<file path="config.mk">
export PLATFORM = sky130hd
export DESIGN_NAME = ffb_scan
export DESIGN_NICKNAME = d
export VERILOG_FILES = /design/src/sv/ffb_pkg.sv /design/src/sv/ffb_scan.sv
export SDC_FILE = /design/constraint.sdc
export NUM_CORES = 1
export LEC_CHECK = 0
export ABC_CLOCK_PERIOD_IN_PS = 1100
export BUFFER_PORTS_ARGS = -buffer_cell sky130_fd_sc_hd__buf_4
export CAP_MARGIN = 20
export CORE_ASPECT_RATIO = 0.6
export CORE_MARGIN = 2
export CORE_UTILIZATION = 44
export DETAILED_ROUTE_END_ITERATION = 6
export PLACE_DENSITY = 0.84
export SETUP_SLACK_MARGIN = 0.2
export SYNTH_ARGS = -nofsm -noshare
export SYNTH_HDL_FRONTEND = slang
export SYNTH_SLANG_ARGS = --single-unit
</file>
<file path="constraint.sdc">
create_clock -name clk -period 1.1 [get_ports clk]
set_input_delay 0.11 -clock clk [delete_from_list [all_inputs] [get_ports clk]]
set_output_delay 0.11 -clock clk [all_outputs]
set_load 0.02 [all_outputs]
</file>
<file path="src/sv/ffb_pkg.sv">
// ----------------------------------------------------------------------------
// First-free bitmap allocator: shared package
// Status and operation codes, field widths and the result of the zero scanner.
// ----------------------------------------------------------------------------
package ffb_pkg;

  localparam int WORD_BITS     = 64;
  localparam int INDEX_LIMIT   = 32768;
  localparam int IDX_W         = 15;
  localparam int LIM_W         = 16;
  localparam int NWORDS_W      = 10;
  localparam int CFG_W         = 4;

  localparam logic [CFG_W-1:0] BLOCKS_RESET = 4'd8;

  localparam logic FUNC_ALLOC = 1'b0;
  localparam logic FUNC_FREE  = 1'b1;

  typedef enum logic [1:0] {
    ST_OK   = 2'd0,
    ST_FULL = 2'd1,
    ST_ERR  = 2'd2
  } ffb_status_t;

  typedef struct packed {
    logic       done;
    logic       found;
    logic [5:0] pos;
  } ffb_scan_res_t;

endpackage

</file>
<file path="src/sv/ffb_scan.sv">
// ----------------------------------------------------------------------------
// Lowest-zero scanner
// Shifts a 64-bit operand down one byte per cycle and reports the position of
// its lowest clear bit, or that every bit is set.
// ----------------------------------------------------------------------------
module ffb_scan
  import ffb_pkg::*;
(
  input  logic          clk,
  input  logic          rst_n,
  input  logic          start,
  input  logic [63:0]   operand,
  output ffb_scan_res_t res
);

  logic [63:0] op_r, op_nxt;
  logic [2:0]  cnt_r, cnt_nxt;
  logic        busy_r, busy_nxt;
  logic [7:0]  inv_byte;
  logic [2:0]  sub;
  logic        hit;

  always_comb begin
    inv_byte = ~op_r[7:0];
    hit      = 1'b0;
    sub      = '0;
    // Walk downwards so that the lowest clear bit wins.
    for (int i = 7; i >= 0; i--) begin
      if (inv_byte[i]) begin
        hit = 1'b1;
        sub = 3'(i);
      end
    end
    res.done  = busy_r && (hit || (cnt_r == 3'd7));
    res.found = busy_r && hit;
    res.pos   = {cnt_r, sub};
  end

  always_comb begin
    op_nxt   = op_r >> 8;
    cnt_nxt  = cnt_r + 3'd1;
    busy_nxt = busy_r && !res.done;
    if (start) begin
      op_nxt   = operand;
      cnt_nxt  = '0;
      busy_nxt = 1'b1;
    end
  end

  always_ff @(posedge clk) begin
    if (!rst_n) begin
      busy_r <= 1'b0;
      cnt_r  <= '0;
    end else begin
      busy_r <= busy_nxt;
      cnt_r  <= cnt_nxt;
    end
  end

  always_ff @(posedge clk) begin
    op_r <= op_nxt;
  end

endmodule

</file>
# ---- Word level (Yosys, flattened, before mapping)
# Index checks and enable logic that the tools add are counted.
dict set report word_totals {
  ff_bits 68
  input_bits 67
  out_inout_bits 8
  elab_cells 32
}
dict set report op_classes {
  n_addsub 1
  eq_ne 1
  n_mux 18
  bitwise 2
  reduce_logical 6
}
# op count
set ops {}
lappend ops {{56-bit two-way mux} 1}
lappend ops {{3-bit two-way mux} 8}
lappend ops {{1-bit two-way mux} 9}
lappend ops {{8-bit NOT} 1}
lappend ops {{3-bit by 1-bit adder with 3-bit output (second input constant)} 1}
lappend ops {{3-bit == test (second input constant)} 1}
lappend ops {{1-bit logical AND} 3}
lappend ops {{2-bit OR reduction} 1}
lappend ops {{1-bit logical NOT} 1}
lappend ops {{1-bit logical OR} 1}
lappend ops {{1-bit NOT} 1}

# ---- Depth between registers and ports, before layout
# Gate-level depths: netlist of run 1.
dict set report depth {
  word_depth 14
  mapped_depth 5
  depth_no_buf 4
}

# ---- Worst setup path before layout of run 1
# No wires, ideal clock.
dict set report synth_path {
  kind {flip-flop to output port}
  startpoint {register op_r[1]}
  endpoint {output res[7] in the netlist's numbering}
  arrival_time_ps 1030
  setup_slack_ps -40
  path_stages_with_launch 4
  n_path_buf 0
  path_cell_list {dfxtp_1 -> nand4_1 -> or3_4 -> o21a_1}
}
# element line_no
set synth_lines {}
lappend synth_lines {{start, declared} ffb_scan.sv:16} ;# logic [63:0] op_r, op_nxt;
lappend synth_lines {{start signal, assigned} ffb_scan.sv:61} ;# op_r <= op_nxt;
lappend synth_lines {{end, declared} ffb_scan.sv:13} ;# output ffb_scan_res_t res

==> reports/metrics.cfg, run 1 <==
[run_status]
status = finished with violations
violations = negative setup slack

[clocking]
clock_tree.buffer_depth = 2
cts_buffers = 9
clk_latency_ps = 340
clock-sinks = 68
htree_levels = 3
path_clk_slew_ps = 60
cts-root-buf = clkbuf_8
cts_tree = built

[routing]
drc = 0
post_drt_wl_per_cell_um = 14.14
wl_mm = 5.516
viasPerCell = 4.528
postRouteAntennaNets = 0
via_count = 1766
drtPass1Iterations = 4
drtIter0Drc = 28

[flow_run]
maxCapViolCount = 0

[worst_setup_path]
cp_slowest_cell = or3_4
r2r_cells = 4
cp_cell_sequence = nand4_1, or3_4, o21a_4, buf_6
worstPathArrival_ps = 1510
crit_fanout = 3
rr_startpoint = op_r[1]
reg2reg_to = busy_r
cp-start-kind = register
end_kind = output port
critPathRequiredTime_ps = 990
r2r_setup_slack_ps = -80
max_stage_delay_ps = 370
path_class = register to output port

[global_routing]
grt_pass1_vias = 1984
track_usage_pct = 20.52
antenna_found_initial = 0
grt-ovfl-total = 0
grt_max_degree = 35
grt_first_pass_wirelength_mm = 8.845

[die]
dieArea_um2 = 5798
core-area_um2 = 5030
fp-row-count = 20
boundaryPins = 75
start_util_pct = 45.37
chipHeight_um = 59.79
die_w_um = 96.98

[min_path]
hold_path.class = input port to register
hold_end = busy_r
worstHoldStart = rst_n
hold_depth = 3

[layout]
nNetsFinal = 389
diodes = 0
layout-drive-gt1-share_pct = 55.25
syn2layout_area_growth_pct = 72.48
final_area_um2 = 3936

[logic_synthesis]
synth_area_um2 = 2282
ys_seq_area_share_pct = 59.65
syn_nets = 233
yosysTopAreaCell = dfxtp_1
synth_top_area_share_pct = 59.65
synthTopCellsByArea = dfxtp_1 (60%), mux2_2 (24%), mux2_4 (5.3%)
synth.distinct_cells = 22
ys_warn_count = 0
synth_cells = 164
avgSynthCellArea_um2 = 13.92
ys_ff_latch = 68

[place]
gp_congestion = 0.7567
dpl_worst_slack_ps = -193.4
placed_area_um2 = 3019
dpl.hpwl_mm = 2.842
io_buffers = 74

[power_and_ir_drop]
p_leak_nw = 1.745
finalPower_w = 0.005387
peakVddDrop_mv = 0.9038
powerDensity_nw_per_um2 = 1369

[sta]
tightest_slew_ps = 183.8
rsz0062_at_grt = true
setup_viol = 7
finalCritPeriodShare_pct = 147.7
relSlewSlack_pct = 87.72
fmax_ghz = 0.6156
fin_ws_ps = -524.4
hold_violations = 0
skew_ps = 4.718
period_needed_ps = 1624
hold_ws_ps = 30.61
drv_slew = 0

## cells in the mapped netlist, drive strengths merged
master / count
nand2: 4
dfxtp: 68
or3: 1
o21a: 1
ha: 2
and2: 9
inv: 2
a41oi: 1
nor2b: 1
mux2: 56
and3b: 2
a31oi: 2
nor3b: 1
o21ai: 3
buf: 7
nand3b: 1
clkbuf: 1
nand4: 1
nand3: 1
## cells in the final DEF, fill, tap and decap left out, drive strengths merged
master	instances
and2	9
nand4	1
o21ai	3
and3b	2
inv	2
dfxtp	68
clkbuf	13
nor2b	1
o21a	1
nand2	4
a41oi	1
nand3	1
or3	1
dlygate4sd3	64
nand3b	1
buf	89
nor3b	1
ha	2
mux2	56
clkinv	2
a31oi	2
## area by class of cell
| class | instances | area [µm²] |
|---|---|---|
| fill | 309 | 1094 |
| timing repair buffer | 153 | 1371 |
| inverter | 2 | 7.507 |
| tap | 66 | 82.58 |
| clock inverter | 2 | 10.01 |
| sequential | 68 | 1383 |
| multi-input combinational | 86 | 923.4 |
| clock buffer | 13 | 158.9 |
## cells by family after synthesis
| group | synth area share [%] |
|---|---|
| AND/OR/NAND/NOR | 5.812 |
| AO/OA/AOI/OAI | 1.919 |
| multiplexers | 28.95 |
| adder cells (fa/ha/maj) | 1.096 |
| buffers and inverters | 2.576 |
| flip-flops | 59.65 |
## where the power goes
group | total (W) | switching, W | leakage, nW | internal [W]
Clock | 0.00176 | 0.000834 | 0.0893 | 0.000922
Sequential | 0.00276 | 0.0000728 | 0.574 | 0.00269
Combinational | 0.000868 | 0.000260 | 1.08 | 0.000609
## critical path, delay by kind of cell (launching register included)
| kind | cells | cell delay [ps] |
|---|---|---|
| AOI/OAI and AO/OA | 1 | 220 |
| and+or+nand+nor | 2 | 500 |
| DFF | 1 | 330 |
| buffers and inverters | 1 | 120 |
## metal layers
metal  routed length [µm]  share of wire [%]  vias to the layer above  global-route usage (%)
li1                     -                  -                      878                       -
met1                 2154                 39                      811                   19.10
met2                 2937                 53                       65                   40.67
met3                  311                5.6                       12                   7.602
met4                  112                2.0                        0                   10.66
met5                    0                  0                        -                       0
## how the worst max path moves through the flow
stage	from	end	slack, ps	cells past startpoint
finish	op_r[1]	res[7]	-520	4
global route	op_r[3]	res[7]	-560	4
CTS	op_r[1]	res[7]	-540	4
detailed placement	op_r[2]	res[7]	-190	4
global placement	op_r[2]	res[7]	-150	4
floorplan	op_r[2]	res[7]	-10	3
## what timing repair did
item	4_1_cts	5_1_grt
resized for setup	14	7
setup buffers	2	3
pin swaps	4	2
hold buffers	64	0
endpoints found under the setup margin	10	10
cloned	0	0
hold endpoints to repair	64	0
## registers in the layout, summed over array words and instances, names as in the netlist
register / flops
cnt_r: 3
op_r: 64
busy_r: 1
## through the flow
stage                     utilization, %  cells  TNS [ps]
after CTS                          77.29    387     -1799
after floorplan                        -    164    -10.27
after detailed placement           60.02    306    -311.6
after global routing               78.26    390     -2247
after global placement             60.02    306    -235.0
final                              78.26    390     -1944
(Power assumes the default switching activity.)
==> inputs of run 2 (changes only) <==
--- a/config.mk
+++ b/config.mk
@@ -10,9 +10,10 @@
 export CAP_MARGIN = 20
 export CORE_ASPECT_RATIO = 0.6
 export CORE_MARGIN = 2
-export CORE_UTILIZATION = 44
+export CORE_UTILIZATION = 46
+export CTS_BUF_LIST = sky130_fd_sc_hd__clkbuf_8
 export DETAILED_ROUTE_END_ITERATION = 6
-export PLACE_DENSITY = 0.84
+export PLACE_DENSITY = 0.87
 export SETUP_SLACK_MARGIN = 0.2
 export SYNTH_ARGS = -nofsm -noshare
 export SYNTH_HDL_FRONTEND = slang
==> run 2 against run 1 <==
  * The run still ends with negative setup slack left
  * Largest power group unchanged
  * Fmax is 1.7% lower
  * Global-route usage is 0.16 points higher
  * Clock power is 5% lower
  * Non-clock buffer count is 7 lower
  * Sequential share of layout area is 0.63 points higher
  * Die area is 4.1% lower
  * Critical endpoint unchanged
  * Register-to-register slack better by 100 ps
  * Sequential power hardly changed
  * Highest routed layer unchanged
  * Power is 1.6% lower
==> reports/metrics.cfg, run 2 (same netlist as run 1, synthesis figures left out) <==
[run_status]
status = finished with violations
violations = negative setup slack

[sta]
fmax_ghz = 0.6053  ; -1.7%
rsz0062_at_grt = true
fin_ws_ps = -552.1  ; -27.73 ps
drv_slew = 0  ; unchanged
relSlewSlack_pct = 84.40  ; -3.3 points
hold_violations = 0  ; unchanged
hold_ws_ps = 14.05  ; -16.57 ps
tightest_slew_ps = 231.6  ; +47.77 ps
setup_viol = 6  ; -1
skew_ps = 6.820  ; +2.102 ps
period_needed_ps = 1652  ; +27.73 ps
finalCritPeriodShare_pct = 150.2  ; +2.5 points

[worst_setup_path]
crit_fanout = 3  ; unchanged
end_kind = output port
crit_path_end = res[7]
path_class = register to output port
reg2reg_to = busy_r
r2r_setup_slack_ps = 20  ; +100 ps
worstPathArrival_ps = 1540  ; +30 ps
critPathRequiredTime_ps = 990  ; about the same
r2r_cells = 3  ; -1
cp-start-kind = register
critPathLaunch = op_r[2]
rr_startpoint = op_r[2]

[layout]
layoutNonFillerInstCount = 380  ; -2.6%
largest_register_ffs = 64  ; unchanged
final_cell_mix = buf_4 (76), dfxtp_1 (57), dlygate4sd3_1 (57)
layout-drive-gt1-share_pct = 56.15  ; +0.90 points
diodes = 0  ; unchanged
syn2layout_area_growth_pct = 69.13
largest-register = op_r
reg_top3 = op_r x64, cnt_r x3, busy_r x1
final_common_cell = buf_4
fill_cells = 280  ; -9.4%
final_util_pct = 82.42  ; +4.2 points
nNetsFinal = 382  ; -1.8%

[clocking]
htree_levels = 3  ; unchanged
path_clk_slew_ps = 60  ; about the same
clk_latency_ps = 330  ; about the same
cts_buffers = 9  ; unchanged
cts-root-buf = clkbuf_8
cts_tree = built
clock_tree.buffer_depth = 2  ; unchanged
clock-sinks = 68  ; unchanged

[power_and_ir_drop]
p_sw_share_pct = 22.11  ; +0.46 points
p_sw_w = 0.001172  ; +0.49%
combPwrFrac_pct = 16.3  ; +0.2 points
powerDensity_nw_per_um2 = 1374  ; +0.36%
pwr-share-clk_pct = 31.6  ; -1.0 points
p_leak_nw = 1.724  ; -1.2%
peakVddDrop_mv = 1.095  ; +21%
internal-power_w = 0.004129  ; -2.2%
power_frac_seq_pct = 52.1  ; +0.8 points
finalPower_w = 0.005302  ; -1.6%

[routing]
met3WireLength_um = 369  ; +19%
wl_mm = 5.441  ; -1.4%
drc = 0  ; unchanged
via_count = 1721  ; -2.5%
drtPass1Iterations = 4  ; unchanged
met2_length_mm = 2.803  ; -4.6%
maxUsedRoutingLayer = met4
viasPerCell = 4.529  ; about the same
postRouteAntennaNets = 0  ; unchanged
drtIter0Drc = 24  ; -14%
wl_met1_mm = 2.202  ; +2.2%
post_drt_wl_per_cell_um = 14.32  ; +1.2%

[die]
core-area_um2 = 4683  ; -6.9%
dieArea_um2 = 5559  ; -4.1%
start_util_pct = 48.73  ; +3.4 points
die_w_um = 94.93  ; -2.1%
chipHeight_um = 58.56  ; -2.0%
fp-row-count = 19  ; -5.0%
boundaryPins = 75  ; unchanged

[place]
dp.cells = 304  ; -0.65%
gp_congestion = 0.7322  ; -3.2%
dpl_worst_slack_ps = -187.4  ; +6.015 ps
dpl.hpwl_mm = 3.180  ; +12%
io_buffers = 74  ; unchanged

[min_path]
hold_depth = 2  ; -1
hold_path.class = input port to register

[global_routing]
grt_pass1_vias = 1837  ; -7.4%
antenna_found_initial = 0  ; unchanged
grt_first_pass_wirelength_mm = 8.273  ; -6.5%
grt-ovfl-total = 0  ; unchanged
grt_max_degree = 25  ; -29%
track_usage_pct = 20.68  ; +0.16 points

[flow_run]
maxCapViolCount = 0  ; unchanged

[run 2: stage by stage]
step                setup TNS, ps  area [µm²]
finish                      -1978        3860
global route                -2327        3860
CTS                         -1797        3791
detailed placement         -301.9        3035
global placement           -226.4        3035
floorplan                  -10.27        2342
[run 2: worst min-delay path by stage]
stage,endpoint,slack (ps),start
6_report,op_r[36],10,operand[36]
5_1_grt,op_r[36],1,operand[36]
4_1_cts,op_r[36],1,operand[36]
3_5_place_dp,op_r[59],320,operand[59]
3_3_place_gp,op_r[60],320,operand[60]
2_1_floorplan,busy_r,230,rst_n
[run 2: power groups by stage]
stage	Combinational [W]	Clock, W	Sequential, W
after global placement	0.000620	0	0.00280
after floorplan	0.000330	0	0.00280
after global routing	0.000922	0.00184	0.00278
after CTS	0.000826	0.00172	0.00276
after detailed placement	0.000642	0	0.00281
final	0.000863	0.00168	0.00276
[run 2: worst max-delay path: stages, from the launching register on]
cell	delay, ps
dfxtp_2	340
nand4_1	140
or3_4	380
o21a_4	230
buf_6	120
[run 2: layer usage]
metal  vias to the layer above  GRT usage, %
li1                        862             -
met1                       786         20.36
met2                        63         38.40
met3                        10         9.859
met4                         0         7.453
met5                         -             0
[run 2: layout make-up]
cell class	instances	area [µm²]	share of cell area (%)
inverter	2	7.507	0.1945
timing repair buffer	146	1314	34.04
tap	63	78.83	2.042
clock buffer	10	137.6	3.566
multi-input combinational	86	919.6	23.82
clock inverter	5	22.52	0.5835
sequential	68	1380	35.75
[run 2: repair_timing]
item	in CTS	in global routing
gates cloned	0	0
hold buffers	54	3
pin swaps	2	2
setup buffers	1	3
setup endpoints to repair	10	10
gates resized for setup	15	4
endpoints found under the hold margin	54	3
==> inputs of run 3 (changes only) <==
--- a/config.mk
+++ b/config.mk
@@ -9,11 +9,10 @@
 export BUFFER_PORTS_ARGS = -buffer_cell sky130_fd_sc_hd__buf_4
 export CAP_MARGIN = 20
 export CORE_ASPECT_RATIO = 0.6
-export CORE_MARGIN = 2
 export CORE_UTILIZATION = 46
 export CTS_BUF_LIST = sky130_fd_sc_hd__clkbuf_8
 export DETAILED_ROUTE_END_ITERATION = 6
-export PLACE_DENSITY = 0.87
+export PLACE_DENSITY = 0.89
 export SETUP_SLACK_MARGIN = 0.2
 export SYNTH_ARGS = -nofsm -noshare
 export SYNTH_HDL_FRONTEND = slang
==> run 3 against run 2 <==
  * Cell count is 1.6% higher
  * Combinational power up 2.5%
  * The run still ends with negative setup slack left
  * Register-to-register slack lost 90 ps
  * Highest routed layer unchanged
  * Core utilization rose by 1.5 points
  * Largest power group unchanged
  * Clock skew shrank 0.78 ps
  * Design area rose by 1.4%
==> reports/metrics.cfg, run 3 (same netlist as run 1, synthesis figures left out) <==
[routing]
post_drt_wl_per_cell_um = 15.65  ; +9.3%
met3WireLength_um = 324  ; -12%
drtPass1Iterations = 4  ; unchanged
wl_mm = 6.039  ; +11%
maxUsedRoutingLayer = met4
wl_met1_mm = 2.383  ; +8.2%
drtIter0Drc = 13  ; -46%
via_count = 1777  ; +3.3%
met2_length_mm = 3.241  ; +16%
postRouteAntennaNets = 0  ; unchanged
viasPerCell = 4.604  ; +1.6%
drc = 0  ; unchanged

[worst_setup_path]
rr_startpoint = op_r[7]
r2r_cells = 4  ; +1
critPathRequiredTime_ps = 990  ; about the same
critPathLaunch = op_r[7]
crit_fanout = 3  ; unchanged
cp-start-kind = register
reg2reg_to = busy_r
r2r_setup_slack_ps = -70  ; -90 ps
worstPathArrival_ps = 1500  ; -40 ps
path_class = register to output port
end_kind = output port

[min_path]
hold_depth = 2  ; unchanged
worstHoldStart = operand[19]
hold_end = op_r[19]
hold_path.class = input port to register

[die]
fp-row-count = 19  ; unchanged
die_w_um = 92.93  ; -2.1%
core-area_um2 = 4659  ; -0.51%
start_util_pct = 48.98  ; +0.25 points
chipHeight_um = 56.56  ; -3.4%
dieArea_um2 = 5256  ; -5.5%
boundaryPins = 75  ; unchanged

[layout]
final_cell_mix = buf_4 (77), dlygate4sd3_1 (59), dfxtp_1 (57)
largest_register_ffs = 64  ; unchanged
diodes = 0  ; unchanged
reg_top3 = op_r x64, cnt_r x3, busy_r x1
nNetsFinal = 387  ; +1.3%
final_common_cell = buf_4
layout-drive-gt1-share_pct = 56.04  ; -0.11 points
syn2layout_area_growth_pct = 71.44
layoutNonFillerInstCount = 386  ; +1.6%
largest-register = op_r

[power_and_ir_drop]
p_leak_nw = 1.751  ; +1.6%
finalPower_w = 0.005399  ; +1.8%
peakVddDrop_mv = 1.034  ; -5.6%
powerDensity_nw_per_um2 = 1380  ; +0.46%

[sta]
finalCritPeriodShare_pct = 146.4  ; -3.8 points
drv_slew = 0  ; unchanged
period_needed_ps = 1611  ; -41.34 ps
relSlewSlack_pct = 85.33  ; +0.94 points
rsz0062_at_grt = true
timing.setup.tns_ps = -2039  ; -60.76 ps
skew_ps = 6.040  ; -0.7802 ps
setup_viol = 8  ; +2
fin_ws_ps = -510.8  ; +41.34 ps
tightest_slew_ps = 219.5  ; -12.05 ps
hold_violations = 0  ; unchanged
fmax_ghz = 0.6208  ; +2.6%

[clocking]
path_clk_slew_ps = 70  ; about the same
clk_latency_ps = 330  ; about the same
cts_buffers = 9  ; unchanged
cts-root-buf = clkbuf_8
cts_tree = built
clock-sinks = 68  ; unchanged
htree_levels = 3  ; unchanged
clock_tree.buffer_depth = 2  ; unchanged

[place]
dp.cells = 303  ; -0.33%
gp_congestion = 0.7983  ; +9.0%
dpl_worst_slack_ps = -176.9  ; +10.50 ps
io_buffers = 74  ; unchanged
dpl.hpwl_mm = 2.909  ; -8.5%

[global_routing]
grt-ovfl-total = 0  ; unchanged
grt_first_pass_wirelength_mm = 9.142  ; +11%
antenna_found_initial = 0  ; unchanged
grt_max_degree = 33  ; +32%
track_usage_pct = 24.00  ; +3.3 points
grt_pass1_vias = 1963  ; +6.9%

[run_status]
violations = negative setup slack
status = finished with violations

[flow_run]
maxCapViolCount = 0  ; unchanged

[run 3: power breakdown]
part / leakage [nW] / total (W) / internal, W / switching (W)
Clock: 0.103 / 0.00174 / 0.000909 / 0.000835
Combinational: 1.07 / 0.000885 / 0.000610 / 0.000275
Sequential: 0.574 / 0.00277 / 0.00269 / 0.0000798
[run 3: repair_timing]
item | in CTS | in global routing
buffers inserted | 4 | 4
hold buffers | 57 | 2
endpoints found under the setup margin | 10 | 10
hold endpoints to repair | 57 | 2
pin swaps | 5 | 1
gates resized for setup | 18 | 4
[run 3: how the worst max path moves through the flow]
| stage | endpoint | slack [ps] | cells after the start |
|---|---|---|---|
| after global placement | res[7] | -150 | 4 |
| after floorplan | res[7] | -10 | 3 |
| after CTS | res[7] | -520 | 4 |
| final | res[7] | -510 | 4 |
| after global routing | res[7] | -560 | 4 |
| after detailed placement | res[7] | -180 | 4 |
[run 3: cell type report]
type | count | area, µm²
flip-flops and latches | 68 | 1383
repair buffers | 151 | 1355
multi-input cells | 86 | 915.9
fillers | 254 | 747.0
clock buffers | 11 | 151.4
well taps | 63 | 78.83
clock inverters | 5 | 21.27
inverters | 2 | 7.507
[run 3: per-stage QoR]
step                util, %  hold WS [ps]  area, µm²
CTS                   82.60       0.01396       3849
detailed placement    64.72         320.9       3015
global placement      64.72         318.0       3015
global route          83.97         2.912       3913
floorplan                 -         228.8       2342
finish                83.97         21.28       3913
[run 3: layer usage]
layer	track usage, %	up-vias
met5	0	-
met4	8.352	0
met3	8.537	11
met2	45.69	64
met1	24.17	827
li1	-	875
[run 3: critical path: stages, from the launching register on]
cell,delay [ps]
dfxtp_2,360
nand2_2,70
or3_4,390
o21a_4,230
buf_6,120
